===== src/rtl/core/lfvp_pkg.sv =====
// Shared types and codes of the length framed varint field parser
package lfvp_pkg;

   // Register widths and reset value
   localparam int unsigned FRAME_LEN_W = 27;
   localparam logic [FRAME_LEN_W-1:0] MAX_FRAME_LENGTH_RESET = 27'd67108864;

   // Result kinds
   localparam logic [1:0] KIND_FIELD_BYTE = 2'd0;
   localparam logic [1:0] KIND_ACCEPT     = 2'd1;
   localparam logic [1:0] KIND_REJECT     = 2'd2;

   // Reject reasons
   localparam logic [2:0] ERR_NONE          = 3'd0;
   localparam logic [2:0] ERR_OVERSIZE      = 3'd1;
   localparam logic [2:0] ERR_LONG_VARINT   = 3'd2;
   localparam logic [2:0] ERR_WIRE_TYPE     = 3'd3;
   localparam logic [2:0] ERR_OVERRUN       = 3'd4;
   localparam logic [2:0] ERR_TRUNC_VARINT  = 3'd5;
   localparam logic [2:0] ERR_NO_PAYLOAD    = 3'd6;

   // Tracked field codes; bit 2 set means the field is not emitted
   localparam logic [2:0] FIELD_SOURCE      = 3'd0;
   localparam logic [2:0] FIELD_DESTINATION = 3'd1;
   localparam logic [2:0] FIELD_NAMESPACE   = 3'd2;
   localparam logic [2:0] FIELD_PAYLOAD     = 3'd3;
   localparam logic [2:0] FIELD_NONE        = 3'd4;

   // Protobuf wire types
   localparam logic [2:0] WIRE_VARINT = 3'd0;
   localparam logic [2:0] WIRE_LENGTH = 3'd2;

   // Index of the last byte a varint may take
   localparam logic [3:0] VARINT_LAST_BYTE = 4'd9;

   // One result transaction
   typedef struct packed {
      logic [1:0] kind;
      logic [1:0] field_sel;
      logic [7:0] out_byte;
      logic       field_end;
      logic [2:0] error_code;
   } result_type;

   // Results produced by one parsed byte
   typedef struct packed {
      logic [1:0] count;
      result_type first;
      result_type second;
   } push_type;

endpackage


===== src/rtl/core/lfvp_parser.sv =====
// Frame and protobuf field state machine, one byte per enabled cycle
module lfvp_parser
   import lfvp_pkg::*;
(
   input  logic                   clock,
   input  logic                   reset,
   input  logic                   fire,
   input  logic [7:0]             in_byte,
   input  logic [FRAME_LEN_W-1:0] max_frame_length,
   output push_type               push
);

   typedef enum logic [2:0] {
      PH_HEADER,
      PH_TAG,
      PH_VALUE,
      PH_LENGTH,
      PH_DATA,
      PH_DRAIN
   } phase_type;

   phase_type              phase_ff, phase_in;
   logic [1:0]             header_count_ff, header_count_in;
   logic [FRAME_LEN_W-1:0] body_remaining_ff, body_remaining_in;
   logic [63:0]            accum_ff, accum_in;
   logic [3:0]             shift_ff, shift_in;
   logic [2:0]             field_ff, field_in;
   logic [FRAME_LEN_W-1:0] field_remaining_ff, field_remaining_in;
   logic                   payload_nonempty_ff, payload_nonempty_in;
   logic [2:0]             error_ff, error_in;

   // Varint byte merge, shared by tag, value and length phases
   logic [5:0]             shift_amt;
   logic [63:0]            acc_or;
   logic                   vi_done;
   logic                   vi_long;
   logic [31:0]            header_word;
   logic [FRAME_LEN_W-1:0] body_dec;
   logic [FRAME_LEN_W-1:0] field_dec;
   logic [2:0]             tag_field;

   assign shift_amt   = ({2'b00, shift_ff} << 3) - {2'b00, shift_ff};
   assign acc_or      = accum_ff | ({57'd0, in_byte[6:0]} << shift_amt);
   assign vi_done     = ~in_byte[7];
   assign vi_long     = in_byte[7] & (shift_ff >= VARINT_LAST_BYTE);
   assign header_word = {accum_ff[23:0], in_byte};
   assign body_dec    = body_remaining_ff - 1'b1;
   assign field_dec   = field_remaining_ff - 1'b1;

   // Field number of a finished tag; high bits set never alias a tracked field
   always_comb begin
      tag_field = FIELD_NONE;
      if (acc_or[63:6] == 58'd0) begin
         unique case (acc_or[5:3])
            3'd2:    tag_field = FIELD_SOURCE;
            3'd3:    tag_field = FIELD_DESTINATION;
            3'd4:    tag_field = FIELD_NAMESPACE;
            3'd6:    tag_field = FIELD_PAYLOAD;
            default: tag_field = FIELD_NONE;
         endcase
      end
   end

   // Next state and results for the byte in hand
   always_comb begin
      result_type res_field;
      result_type res_verdict;
      logic       has_field;
      logic [2:0] verdict_err;

      phase_in            = phase_ff;
      header_count_in     = header_count_ff;
      body_remaining_in   = body_remaining_ff;
      accum_in            = accum_ff;
      shift_in            = shift_ff;
      field_in            = field_ff;
      field_remaining_in  = field_remaining_ff;
      payload_nonempty_in = payload_nonempty_ff;
      error_in            = error_ff;
      res_field           = '0;
      res_verdict         = '0;
      has_field           = 1'b0;
      verdict_err         = ERR_NONE;
      push                = '0;

      if (fire) begin
         if (phase_ff == PH_HEADER) begin
            // Big-endian length header
            header_count_in = header_count_ff + 1'b1;
            accum_in        = {32'd0, header_word};
            if (header_count_ff == 2'd3) begin
               accum_in            = '0;
               shift_in            = '0;
               field_in            = FIELD_NONE;
               field_remaining_in  = '0;
               payload_nonempty_in = 1'b0;
               error_in            = ERR_NONE;
               res_verdict.kind    = KIND_REJECT;
               if (header_word > {5'd0, max_frame_length}) begin
                  res_verdict.error_code = ERR_OVERSIZE;
                  push.count             = 2'd1;
               end else if (header_word == 32'd0) begin
                  res_verdict.error_code = ERR_NO_PAYLOAD;
                  push.count             = 2'd1;
               end else begin
                  body_remaining_in = header_word[FRAME_LEN_W-1:0];
                  phase_in          = PH_TAG;
               end
               push.first = res_verdict;
            end
         end else begin
            body_remaining_in = body_dec;
            unique case (phase_ff) inside
               PH_TAG, PH_VALUE, PH_LENGTH: begin
                  if (vi_long) begin
                     accum_in = acc_or;
                     error_in = ERR_LONG_VARINT;
                     phase_in = PH_DRAIN;
                  end else if (vi_done) begin
                     accum_in = '0;
                     shift_in = '0;
                     if (phase_ff == PH_TAG) begin
                        field_in = tag_field;
                        if (acc_or[2:0] == WIRE_VARINT) begin
                           phase_in = PH_VALUE;
                        end else if (acc_or[2:0] == WIRE_LENGTH) begin
                           phase_in = PH_LENGTH;
                        end else begin
                           error_in = ERR_WIRE_TYPE;
                           phase_in = PH_DRAIN;
                        end
                     end else if (phase_ff == PH_VALUE) begin
                        phase_in = PH_TAG;
                     end else if (acc_or > {37'd0, body_dec}) begin
                        error_in = ERR_OVERRUN;
                        phase_in = PH_DRAIN;
                     end else begin
                        if (field_ff == FIELD_PAYLOAD) begin
                           payload_nonempty_in = (acc_or != 64'd0);
                        end
                        if (acc_or == 64'd0) begin
                           phase_in = PH_TAG;
                        end else begin
                           field_remaining_in = acc_or[FRAME_LEN_W-1:0];
                           phase_in           = PH_DATA;
                        end
                     end
                  end else begin
                     accum_in = acc_or;
                     shift_in = shift_ff + 1'b1;
                  end
               end
               PH_DATA: begin
                  if (field_ff != FIELD_NONE) begin
                     has_field           = 1'b1;
                     res_field.kind      = KIND_FIELD_BYTE;
                     res_field.field_sel = field_ff[1:0];
                     res_field.out_byte  = in_byte;
                     res_field.field_end = (field_remaining_ff == 27'd1);
                  end
                  field_remaining_in = field_dec;
                  if (field_dec == '0) begin
                     phase_in = PH_TAG;
                  end
               end
               default: begin
               end
            endcase

            // Verdict on the last body byte
            if (body_dec == '0) begin
               verdict_err = error_in;
               if (verdict_err == ERR_NONE) begin
                  if (!(phase_in == PH_TAG && shift_in == 4'd0)) begin
                     verdict_err = ERR_TRUNC_VARINT;
                  end else if (!payload_nonempty_in) begin
                     verdict_err = ERR_NO_PAYLOAD;
                  end
               end
               res_verdict.kind       = (verdict_err == ERR_NONE) ? KIND_ACCEPT : KIND_REJECT;
               res_verdict.error_code = verdict_err;
               phase_in               = PH_HEADER;
               header_count_in        = '0;
               accum_in               = '0;
               shift_in               = '0;
               field_in               = FIELD_NONE;
               field_remaining_in     = '0;
               payload_nonempty_in    = 1'b0;
               error_in               = ERR_NONE;
            end

            // Pack up to two results, field byte first
            if (has_field) begin
               push.first  = res_field;
               push.second = res_verdict;
               push.count  = (body_dec == '0) ? 2'd2 : 2'd1;
            end else begin
               push.first  = res_verdict;
               push.count  = (body_dec == '0) ? 2'd1 : 2'd0;
            end
         end
      end
   end

   // State registers
   always_ff @(posedge clock) begin
      if (reset) begin
         phase_ff            <= PH_HEADER;
         header_count_ff     <= '0;
         body_remaining_ff   <= '0;
         accum_ff            <= '0;
         shift_ff            <= '0;
         field_ff            <= FIELD_NONE;
         field_remaining_ff  <= '0;
         payload_nonempty_ff <= 1'b0;
         error_ff            <= ERR_NONE;
      end else begin
         phase_ff            <= phase_in;
         header_count_ff     <= header_count_in;
         body_remaining_ff   <= body_remaining_in;
         accum_ff            <= accum_in;
         shift_ff            <= shift_in;
         field_ff            <= field_in;
         field_remaining_ff  <= field_remaining_in;
         payload_nonempty_ff <= payload_nonempty_in;
         error_ff            <= error_in;
      end
   end

endmodule


===== src/rtl/core/lfvp_rsp_queue.sv =====
// Four-entry result queue, up to two pushes and one pop per cycle
module lfvp_rsp_queue
   import lfvp_pkg::*;
(
   input  logic       clock,
   input  logic       reset,
   input  push_type   push,
   output logic       room,
   output logic       rsp_valid,
   input  logic       rsp_stall,
   output result_type rsp_data
);

   result_type entry_ff [4];
   logic [1:0] wr_ptr_ff, wr_ptr_in;
   logic [1:0] rd_ptr_ff, rd_ptr_in;
   logic [2:0] count_ff, count_in;
   logic       pop;
   logic [1:0] wr_next;

   // Room for two more results before the next byte is parsed
   assign room      = (count_ff < 3'd3);
   assign rsp_valid = (count_ff != 3'd0);
   assign rsp_data  = entry_ff[rd_ptr_ff];
   assign pop       = rsp_valid & ~rsp_stall;
   assign wr_next   = wr_ptr_ff + 2'd1;

   // Pointer and fill count update
   always_comb begin
      wr_ptr_in = wr_ptr_ff + push.count;
      rd_ptr_in = rd_ptr_ff + {1'b0, pop};
      count_in  = count_ff + {1'b0, push.count} - {2'b00, pop};
   end

   // Result storage
   always_ff @(posedge clock) begin
      if (push.count != 2'd0) begin
         entry_ff[wr_ptr_ff] <= push.first;
      end
      if (push.count == 2'd2) begin
         entry_ff[wr_next] <= push.second;
      end
   end

   // Queue control
   always_ff @(posedge clock) begin
      if (reset) begin
         wr_ptr_ff <= '0;
         rd_ptr_ff <= '0;
         count_ff  <= '0;
      end else begin
         wr_ptr_ff <= wr_ptr_in;
         rd_ptr_ff <= rd_ptr_in;
         count_ff  <= count_in;
      end
   end

endmodule


===== src/rtl/core/length_framed_varint_field_parser_unit.sv =====
// Top level of the length framed varint field parser
//
//   channel | direction | handshake          | payload
//   req     | in        | req_valid/stall    | req_in_byte
//   rsp     | out       | rsp_valid/stall    | rsp_kind, rsp_field_sel, rsp_out_byte,
//           |           |                    | rsp_field_end, rsp_error_code
//   csr     | in        | csr_valid/ready    | csr_max_frame_length
//
// One byte per cycle sustained while the queue has room. An accepted byte waits in
// the input register until parsed; results are offered one per cycle unless stalled.
// A byte that ends a field and its frame gives two results; the result queue
// holds four, and the input register stalls while fewer than two slots are free.
// Reset is synchronous and clears the state machine, queue and register to defaults.
// The csr write channel is always ready.
module length_framed_varint_field_parser_unit
   import lfvp_pkg::*;
(
   input  logic                   clock,
   input  logic                   reset,
   input  logic                   req_valid,
   output logic                   req_stall,
   input  logic [7:0]             req_in_byte,
   output logic                   rsp_valid,
   input  logic                   rsp_stall,
   output logic [1:0]             rsp_kind,
   output logic [1:0]             rsp_field_sel,
   output logic [7:0]             rsp_out_byte,
   output logic                   rsp_field_end,
   output logic [2:0]             rsp_error_code,
   input  logic                   csr_valid,
   output logic                   csr_ready,
   input  logic [FRAME_LEN_W-1:0] csr_max_frame_length
);

   logic                   in_valid_ff, in_valid_in;
   logic [7:0]             in_byte_ff;
   logic [FRAME_LEN_W-1:0] max_len_ff;
   logic                   room;
   logic                   advance;
   logic                   req_take;
   push_type               push;
   result_type             rsp_data;

   // Input register handshake
   assign advance     = in_valid_ff & room;
   assign req_stall   = in_valid_ff & ~room;
   assign req_take    = req_valid & ~req_stall;
   assign in_valid_in = req_take | (in_valid_ff & ~advance);
   assign csr_ready   = 1'b1;

   always_ff @(posedge clock) begin
      if (reset) begin
         in_valid_ff <= 1'b0;
      end else begin
         in_valid_ff <= in_valid_in;
      end
   end

   always_ff @(posedge clock) begin
      if (req_take) begin
         in_byte_ff <= req_in_byte;
      end
   end

   // Frame length limit register
   always_ff @(posedge clock) begin
      if (reset) begin
         max_len_ff <= MAX_FRAME_LENGTH_RESET;
      end else if (csr_valid && csr_ready) begin
         max_len_ff <= csr_max_frame_length;
      end
   end

   lfvp_parser u_parser (
      .clock            (clock),
      .reset            (reset),
      .fire             (advance),
      .in_byte          (in_byte_ff),
      .max_frame_length (max_len_ff),
      .push             (push)
   );

   lfvp_rsp_queue u_queue (
      .clock     (clock),
      .reset     (reset),
      .push      (push),
      .room      (room),
      .rsp_valid (rsp_valid),
      .rsp_stall (rsp_stall),
      .rsp_data  (rsp_data)
   );

   // Result fields
   assign rsp_kind       = rsp_data.kind;
   assign rsp_field_sel  = rsp_data.field_sel;
   assign rsp_out_byte   = rsp_data.out_byte;
   assign rsp_field_end  = rsp_data.field_end;
   assign rsp_error_code = rsp_data.error_code;

endmodule


===== config.mk =====
export PLATFORM = sky130hd
export DESIGN_NAME = length_framed_varint_field_parser_unit
export DESIGN_NICKNAME = d
export VERILOG_FILES = /design/src/rtl/core/lfvp_pkg.sv /design/src/rtl/core/lfvp_parser.sv /design/src/rtl/core/lfvp_rsp_queue.sv /design/src/rtl/core/length_framed_varint_field_parser_unit.sv
export SDC_FILE = /design/constraint.sdc
export NUM_CORES = 1
export LEC_CHECK = 0
export BUFFER_PORTS_ARGS = -buffer_cell sky130_fd_sc_hd__buf_2
export CORE_MARGIN = 8
export CORE_UTILIZATION = 35
export DETAILED_ROUTE_END_ITERATION = 16
export GPL_ROUTABILITY_DRIVEN = 0
export GPL_TIMING_DRIVEN = 0
export PLACE_DENSITY = 0.64
export RECOVER_POWER = 100
export SYNTH_ARGS = -nofsm -noshare
export SYNTH_HDL_FRONTEND = slang
export SYNTH_SLANG_ARGS = --single-unit

===== constraint.sdc =====
create_clock -name clock -period 5.8 [get_ports clock]
set_input_delay 0 -clock clock [delete_from_list [all_inputs] [get_ports clock]]
set_output_delay 0 -clock clock [all_outputs]
set_load 0.005 [all_outputs]

==> metrics.yaml, run 1 <==
synthesis:
  post_synth_fa_ha_maj_area_fraction: 0.0574
  postSynth.asyncResetShare: 0
  yosys.area_share.xor_xnor: 0.0250
  synth_area_per_cell_um2: 7.89
  main_combinational_cell_family_by_area_after_synthesis: "simple AND/OR/NAND/NOR gates"
  synthesis.instances: 1952
  syn_nets: 2062
  synth_simple_gate_area_share: 0.242
  synth-seq-cells: 241
  synth-compound-area-share: 0.230
  yosysWarningCount: 0
  synth_edf_count: 28
  synth_sequential_area_ratio: 0.332
  synthesized_area_um2: 15400
  ys.flop_type: "sky130_fd_sc_hd__dfxtp_1"
  yosys-mux-area-fraction: 0.0593
  synth.distinct_cells: 88
routing:
  detailedRoute.firstPassIterationCount: 7
  num_vias: 16501
  final_antenna_net_count: 0
  drc_errors: 0
  routed_wirelength_um: 59500
  wl_per_cell_um: 21.9
  avg_vias_per_cell: 6.07
  drt_first_iter_violations: 2160
timing:
  period_share: 0.981
  pin_slew_with_the_least_headroom_to_its_limit_ns: 1.38
  timing.final.crit_period_ns: 5.69
  number_of_endpoints_failing_setup_at_the_final_stage: 0
  finalHoldViolCount: 0
  finalMaxSlewViolations: 0
  max_freq_ghz: 0.176
  grt_setup_unrepaired: "no"
  skew_ns: 0.0213
  max-slew-margin-rel: 0.0700
global_routing:
  number_of_global_route_vias_before_repair: 15617
  grt_first_pass_wirelength_um: 90600
  gr-total-overflow: 0
  grt_usage: 0.224
  number_of_antenna_violations_at_the_first_check_in_global_routing: 0
  grt_start_max_net_pins: 15
power_and_ir_drop:
  power.internal_w: 0.00315
  power.leakage_nw: 7.01
  part_of_the_power_in_registers: 0.407
  ir_drop_mv: 0.232
  power.share.combinational: 0.200
  sw_frac_of_total: 0.310
  p_sw_w: 0.00141
  cellPowerDensity_nw_per_um2: 248
  p_clk_frac: 0.392
  overall_power_consumption_w: 0.00457
critical_path:
  worst-endpoint-arrival_ns: 6.10
  timing.critical_path.from_type: "register"
  path_max_fanout: 10
  setup.worst_path.class: "register to register"
  required_ns: 6.21
  endpoint_kind: "register"
die:
  placement_rows: 77
  floorplan.core_area_um2: 43800
  die_width_um: 226
  initial_core_util: 0.351
  io_pins: 59
  total_die_area_um2: 50900
  die_height_um: 226
clocking:
  clk_latency_ns: 0.58
  ctsRootBufferMaster: "sky130_fd_sc_hd__clkbuf_16"
  cts_buffers: 29
  max-clock-path-buffers: 3
  cts.reportedPaths.clkPinSlew_ns: 0.06
  clkSinkCount: 241
  htree_levels: 1
  tritoncts: "built"
flow_run:
  max_cap_violations: 0
placed_design:
  placed_area_um2: 16400
  dp_cells: 2599
  portBuffers: 55
  detailed_placer_s_ending_hpwl_um: 43300
finish:
  layoutNonFillerInstCount: 2717
  finish.net_count: 2212
  area_growth_syn_to_layout_pct: 19.6
  final_area_um2: 18400
  drive_above_1_share: 0.113
outcome:
  outcome: "completed"
hold_path:
  worstHoldPathType: "input pin to register"
-- worst paths after layout --
| check | from | end | slack [ns] | cells past startpoint |
|---|---|---|---|---|
| hold / removal | csr_valid | max_len_ff[2]$_SDFFE_PP0P_ | 0.03 | 3 |
| setup / recovery | in_byte_ff[6]$_DFFE_PP_ | u_queue.entry_ff[3][1]$_DFFE_PP_ | 0.11 | 17 |
| setup reg to reg | in_byte_ff[6]$_DFFE_PP_ | u_queue.entry_ff[3][1]$_DFFE_PP_ | 0.11 | 17 |
| hold reg to reg | u_queue.entry_ff[2][8]$_SDFFE_PP0P_ | u_queue.entry_ff[2][8]$_SDFFE_PP0P_ | 0.45 | 2 |
-- layer usage --
metal,up-vias,track usage,share of wire
met2,1052,0.346,0.43
met3,235,0.0525,0.11
met5,-,0,0
met4,0,0.119,0.060
met1,7773,0.288,0.39
li1,7441,-,-
-- kinds of logic (layout without fill, tap and decap cells) --
family / Yosys count / after routing
xor gates and xnor gates: 44 / 44
other: 1 / 3
adders and majority gates: 70 / 70
AOI/OAI and AO/OA: 545 / 545
muxes: 65 / 65
and+or+nand+nor: 774 / 774
DFF: 241 / 241
buffers and inverters: 212 / 383
-- registers in the layout, indices dropped and copies added (netlist names), 2 cells and up --
| register | cells |
|---|---|
| max_len_ff | 27 |
| u_parser.accum_ff | 64 |
| u_queue.entry_ff | 64 |
| u_queue.count_ff | 3 |
| u_parser.error_ff | 3 |
| in_byte_ff | 8 |
| u_queue.wr_ptr_ff | 2 |
| u_parser.phase_ff | 3 |
| u_parser.shift_ff | 4 |
| u_parser.field_ff | 3 |
| u_queue.rd_ptr_ff | 2 |
| u_parser.header_count_ff | 2 |
| u_parser.body_remaining_ff | 27 |
| u_parser.field_remaining_ff | 27 |
-- final cells by class --
cell class                 instances  area (um^2)
inverter                          71          270
fill                            4389        25400
tap                              592          741
multi-input combinational       1499         9920
antenna                            2         5.00
buffer                           141          617
clock buffer                      43          808
clock inverter                     9          105
timing repair buffer             119          838
sequential                       241         5110
-- metrics by stage --
stage	TNS (ns)	worst slack, ns	util	hold WS, ns
floorplan	0	0.377	-	0.0989
global placement	-68.48	-1.46	0.374	0.180
CTS	0	0.0109	0.415	0.00171
finish	0	0.110	0.420	0.0262
global route	0	0.00842	0.420	0.0667
detailed placement	-67.52	-1.40	0.374	0.181
-- power by group through the flow --
stage,clock [W],sequential (W),combinational [W]
6_report,0.00179,0.00186,0.000915
5_1_grt,0.00187,0.00186,0.000988
4_1_cts,0.00181,0.00185,0.000890
3_5_place_dp,0,0.00189,0.000837
3_3_place_gp,0,0.00188,0.000820
2_1_floorplan,0,0.00184,0.000566
-- critical path, cell delays in order, from the launching register on --
cell and delay, ns:
sky130_fd_sc_hd__edfxtp_1 0.43, sky130_fd_sc_hd__clkbuf_1 0.76, sky130_fd_sc_hd__mux2_2 0.36, sky130_fd_sc_hd__nand2_1 0.20, sky130_fd_sc_hd__o21ai_1 0.43, sky130_fd_sc_hd__a21oi_1 0.24, sky130_fd_sc_hd__o21bai_1 0.58, sky130_fd_sc_hd__ha_1 0.23
sky130_fd_sc_hd__nand4_1 0.15, sky130_fd_sc_hd__or3_1 0.35, sky130_fd_sc_hd__o211a_1 0.27, sky130_fd_sc_hd__o211ai_1 0.19, sky130_fd_sc_hd__buf_4 0.18, sky130_fd_sc_hd__nor4_4 0.05, sky130_fd_sc_hd__mux2_4 0.34, sky130_fd_sc_hd__o41a_1 0.41
sky130_fd_sc_hd__buf_4 0.16, sky130_fd_sc_hd__o21ai_0 0.17
-- synthesized netlist by cell type, drive strengths merged, types with 20 or more instances --
| library cell | n | area (um^2) |
|---|---|---|
| a211oi | 21 | 158 |
| a21o | 29 | 218 |
| a21oi | 205 | 1030 |
| a221oi | 20 | 175 |
| a22oi | 24 | 180 |
| and3 | 21 | 131 |
| clkbuf | 122 | 458 |
| dfxtp | 213 | 4260 |
| edfxtp | 28 | 841 |
| ha | 69 | 863 |
| inv | 71 | 267 |
| mux2i | 36 | 360 |
| mux4 | 20 | 450 |
| nand2 | 230 | 863 |
| nand3 | 38 | 190 |
| nand4 | 23 | 150 |
| nor2 | 217 | 822 |
| nor2b | 21 | 131 |
| nor3 | 72 | 360 |
| nor4 | 32 | 206 |
| o211ai | 36 | 275 |
| o21ai | 72 | 360 |
| or3 | 22 | 138 |
| xnor2 | 28 | 245 |
-- placed cells by master (no fill, tap or decap), types with 10 or more instances in the layout --
cell type                       instances
sky130_fd_sc_hd__or3_1                 22
sky130_fd_sc_hd__and4_1                10
sky130_fd_sc_hd__a211oi_1              21
sky130_fd_sc_hd__and3_1                20
sky130_fd_sc_hd__o22ai_1               16
sky130_fd_sc_hd__and2_1                12
sky130_fd_sc_hd__xor2_1                15
sky130_fd_sc_hd__dfxtp_1              211
sky130_fd_sc_hd__o21a_1                10
sky130_fd_sc_hd__nor3_1                70
sky130_fd_sc_hd__nor4_1                27
sky130_fd_sc_hd__nor2_1               212
sky130_fd_sc_hd__ha_1                  68
sky130_fd_sc_hd__a21o_1                26
sky130_fd_sc_hd__or4_1                 12
sky130_fd_sc_hd__buf_2                 46
sky130_fd_sc_hd__edfxtp_1              28
sky130_fd_sc_hd__o31ai_1               11
sky130_fd_sc_hd__nor2b_1               21
sky130_fd_sc_hd__o211ai_1              35
sky130_fd_sc_hd__inv_1                 68
sky130_fd_sc_hd__a22oi_1               23
sky130_fd_sc_hd__nand2b_1              16
sky130_fd_sc_hd__o21ai_0               67
sky130_fd_sc_hd__or2_2                 10
sky130_fd_sc_hd__nand2_1              228
sky130_fd_sc_hd__mux2i_1               35
sky130_fd_sc_hd__nand3_1               36
sky130_fd_sc_hd__a221oi_1              19
sky130_fd_sc_hd__nand4_1               22
sky130_fd_sc_hd__buf_4                 28
sky130_fd_sc_hd__xnor2_1               27
sky130_fd_sc_hd__a21oi_1              196
sky130_fd_sc_hd__mux4_2                20
sky130_fd_sc_hd__clkbuf_16             29
sky130_fd_sc_hd__clkbuf_1             139
sky130_fd_sc_hd__o2111ai_1             17
sky130_fd_sc_hd__dlygate4sd3_1         41
-- timing repair --
item	CTS	global route
endpoints found under the setup margin	91	62
setup buffers	14	9
pin swaps	10	11
hold endpoints to repair	37	0
hold buffers	41	0
resized for setup	72	49
Power figures use the tool's default switching activity.
==> run 2: changes to the inputs <==
--- a/config.mk
+++ b/config.mk
@@ -15,4 +15,5 @@
 export RECOVER_POWER = 100
 export SYNTH_ARGS = -nofsm -noshare
 export SYNTH_HDL_FRONTEND = slang
+export SYNTH_HIERARCHICAL = 1
 export SYNTH_SLANG_ARGS = --single-unit
==> metrics.yaml, run 2 <==
outcome:
  outcome: "finished with violations"
  violated_checks: "setup timing"
timing:
  timing.final.crit_period_ns: 5.81
  max-slew-margin-rel: 0.204
  period_share: 1.00
  pin_slew_with_the_least_headroom_to_its_limit_ns: 1.19
  number_of_endpoints_failing_setup_at_the_final_stage: 2
  worst_hold_slack_ns: 0.154
  finalHoldViolCount: 0
  max_freq_ghz: 0.172
  fin_ws_ns: -0.0123
  skew_ns: 0.0236
  finalMaxSlewViolations: 0
synthesis:
  synthesized_area_um2: 16100
  synth_area_per_cell_um2: 8.58
  post_synth_fa_ha_maj_area_fraction: 0.0540
  yosysMostFrequentCell: "sky130_fd_sc_hd__nor2_1"
  synthesis.instances: 1880
  post-synth-top-area-fraction: 0.210
  postSynth.asyncResetShare: 0
  synth_sequential_area_ratio: 0.344
  synth-compound-area-share: 0.205
  synthTopCellsByArea: "sky130_fd_sc_hd__dfxtp_1, sky130_fd_sc_hd__edfxtp_1, sky130_fd_sc_hd__ha_1"
  yosys-mux-area-fraction: 0.0995
  synth-seq-cells: 241
  yosysWarningCount: 6
  ys.flop_type: "sky130_fd_sc_hd__dfxtp_1"
  synth_simple_gate_area_share: 0.219
  synth_area_leader_cell: "sky130_fd_sc_hd__dfxtp_1"
  synth_edf_count: 72
  yosys.area_share.xor_xnor: 0.0195
  synth.distinct_cells: 94
  main_combinational_cell_family_by_area_after_synthesis: "simple AND/OR/NAND/NOR gates"
  synth.cells.most_frequent: "sky130_fd_sc_hd__nor2_1, sky130_fd_sc_hd__dfxtp_1, sky130_fd_sc_hd__nand2_1"
clocking:
  cts.reportedPaths.clkPinSlew_ns: 0.06
  clk_latency_ns: 0.57
  htree_levels: 1
  clkSinkCount: 241
  tritoncts: "built"
  cts_buffers: 27
  max-clock-path-buffers: 3
  ctsRootBufferMaster: "sky130_fd_sc_hd__clkbuf_16"
die:
  floorplan.core_area_um2: 45500
  total_die_area_um2: 53200
  die_height_um: 231
  die_width_um: 231
  placement_rows: 78
  initial_core_util: 0.355
  io_pins: 59
routing:
  final_antenna_net_count: 0
  num_vias: 16302
  detailedRoute.firstPassIterationCount: 7
  drc_errors: 0
  routed_wirelength_um: 58600
  drt_first_iter_violations: 2077
  avg_vias_per_cell: 6.06
  wl_per_cell_um: 21.8
power_and_ir_drop:
  power.leakage_nw: 7.72
  cellPowerDensity_nw_per_um2: 233
  ir_drop_mv: 0.230
critical_path:
  r2r_cells: 19
  required_ns: 6.26
  worst-endpoint-arrival_ns: 6.27
  path_max_fanout: 10
  endpoint_kind: "register"
  setup.worst_path.class: "register to register"
  timing.critical_path.from_type: "register"
global_routing:
  gr-total-overflow: 0
  grt_usage: 0.209
  number_of_antenna_violations_at_the_first_check_in_global_routing: 1
  number_of_global_route_vias_before_repair: 15492
  grt_first_pass_wirelength_um: 89600
  grt_start_max_net_pins: 17
finish:
  most-common-layout-cells: "sky130_fd_sc_hd__nor2_1, sky130_fd_sc_hd__dfxtp_1, sky130_fd_sc_hd__nand2_1"
  diode_count: 0
  finish.net_count: 2180
  area_growth_syn_to_layout_pct: 21.8
  largestRegisters: "u_parser/accum_ff x64, u_queue/entry_ff x64"
  drive_above_1_share: 0.175
  final_core_util: 0.432
  layout_commonest_cell: "sky130_fd_sc_hd__nor2_1"
placed_design:
  portBuffers: 56
  detailed_placer_s_ending_hpwl_um: 42000
hold_path:
  min_delay_path_depth: 2
  worstHoldPathType: "input pin to register"
flow_run:
  max_cap_violations: 0
==> run 2: changes by cell type after synthesis, sizes merged, moves of 27 or more <==
cell | previous run | this run
o21ai | 72 | 119
edfxtp | 28 | 72
nand2 | 230 | 152
buf | 19 | 49
a21oi | 205 | 141
dfxtp | 213 | 169
mux2 | 9 | 72
nor3 | 72 | 45
==> run 2: path summary, 6_finish.rpt <==
path                                                          from                                           to  slack, ns
worst min-delay path                                req_in_byte[5]                      in_byte_ff[5]$_DFFE_PP_       0.15
worst max register to register             in_byte_ff[1]$_DFFE_PP_  u_parser/field_remaining_ff[7]$_SDFFE_PP0P_      -0.01
worst max-delay path                       in_byte_ff[1]$_DFFE_PP_  u_parser/field_remaining_ff[7]$_SDFFE_PP0P_      -0.01
worst min register to register  u_parser/accum_ff[53]$_SDFFE_PP0P_           u_parser/accum_ff[53]$_SDFFE_PP0P_       0.47
==> run 2: metal layers <==
metal / up-vias / share of wire / wire (um) / GRT usage
li1: 7371 / - / - / -
met1: 7703 / 0.41 / 24100 / 0.276
met2: 986 / 0.43 / 25300 / 0.325
met3: 240 / 0.10 / 6130 / 0.0450
met4: 2 / 0.051 / 2970 / 0.0911
met5: - / 0.00089 / 52 / 0
==> run 2: cells by family after synthesis <==
logic type	count (synthesis)
xor+xnor	36
other cells	2
simple gates	691
buf+inv	209
compound gates	508
mux	124
flops	241
fa+ha+maj	69
==> run 2: stage by stage <==
| step | setup TNS [ns] | setup slack [ns] | total power (W) | instances | area, um^2 |
|---|---|---|---|---|---|
| 2_1_floorplan | 0 | 0.0819 | 0.00237 | 1890 | 16200 |
| 3_3_place_gp | -125.66 | -1.58 | 0.00264 | 2546 | 17200 |
| 3_5_place_dp | -86.60 | -1.67 | 0.00266 | 2549 | 17300 |
| 4_1_cts | 0 | 0.00246 | 0.00455 | 2679 | 19300 |
| 5_1_grt | -1.26 | -0.0609 | 0.00472 | 2692 | 19600 |
| 6_report | -0.0196 | -0.0123 | 0.00458 | 2692 | 19600 |
==> run 2: layout make-up <==
type / count / area (um^2)
Inverter: 64 / 240
Tap cell: 600 / 751
Buffer: 144 / 812
Clock buffer: 36 / 739
Sequential cell: 241 / 5550
Timing Repair Buffer: 152 / 1180
Fill cell: 4465 / 25800
Clock inverter: 14 / 204
Multi-Input combinational cell: 1441 / 10200
==> run 2: repair_timing <==
item,CTS,global route
pin swaps,12,16
gates resized for setup,85,68
setup endpoints to repair,114,116
gates cloned,1,1
setup buffers,13,13
endpoints found under the hold margin,51,0
hold buffers,66,0
==> run 2: where the power goes <==
group	total, W	internal, W	leakage (nW)	switching, W
clock	0.00185	0.00112	0.460	0.000730
combinational	0.000856	0.000346	5.16	0.000510
sequential	0.00187	0.00178	2.10	0.0000879
total	0.00458	0.00325	7.72	0.00133
==> run 2: critical path, stage by stage, from the launching register on <==
cell,delay (ns)
sky130_fd_sc_hd__edfxtp_1,0.44
sky130_fd_sc_hd__clkbuf_1,0.76
sky130_fd_sc_hd__mux2i_1,0.37
sky130_fd_sc_hd__a211oi_1,0.61
sky130_fd_sc_hd__o31ai_4,0.20
sky130_fd_sc_hd__o21bai_2,0.31
sky130_fd_sc_hd__ha_1,0.34
sky130_fd_sc_hd__a22o_1,0.24
sky130_fd_sc_hd__nor4_1,0.16
sky130_fd_sc_hd__o21ai_1,0.11
sky130_fd_sc_hd__a21oi_1,0.13
sky130_fd_sc_hd__a31o_2,0.22
sky130_fd_sc_hd__nand4b_1,0.11
sky130_fd_sc_hd__or3_1,0.34
sky130_fd_sc_hd__buf_4,0.19
sky130_fd_sc_hd__or3_4,0.38
sky130_fd_sc_hd__a31oi_4,0.32
sky130_fd_sc_hd__buf_6,0.17
sky130_fd_sc_hd__nand2_1,0.06
sky130_fd_sc_hd__a32o_1,0.24
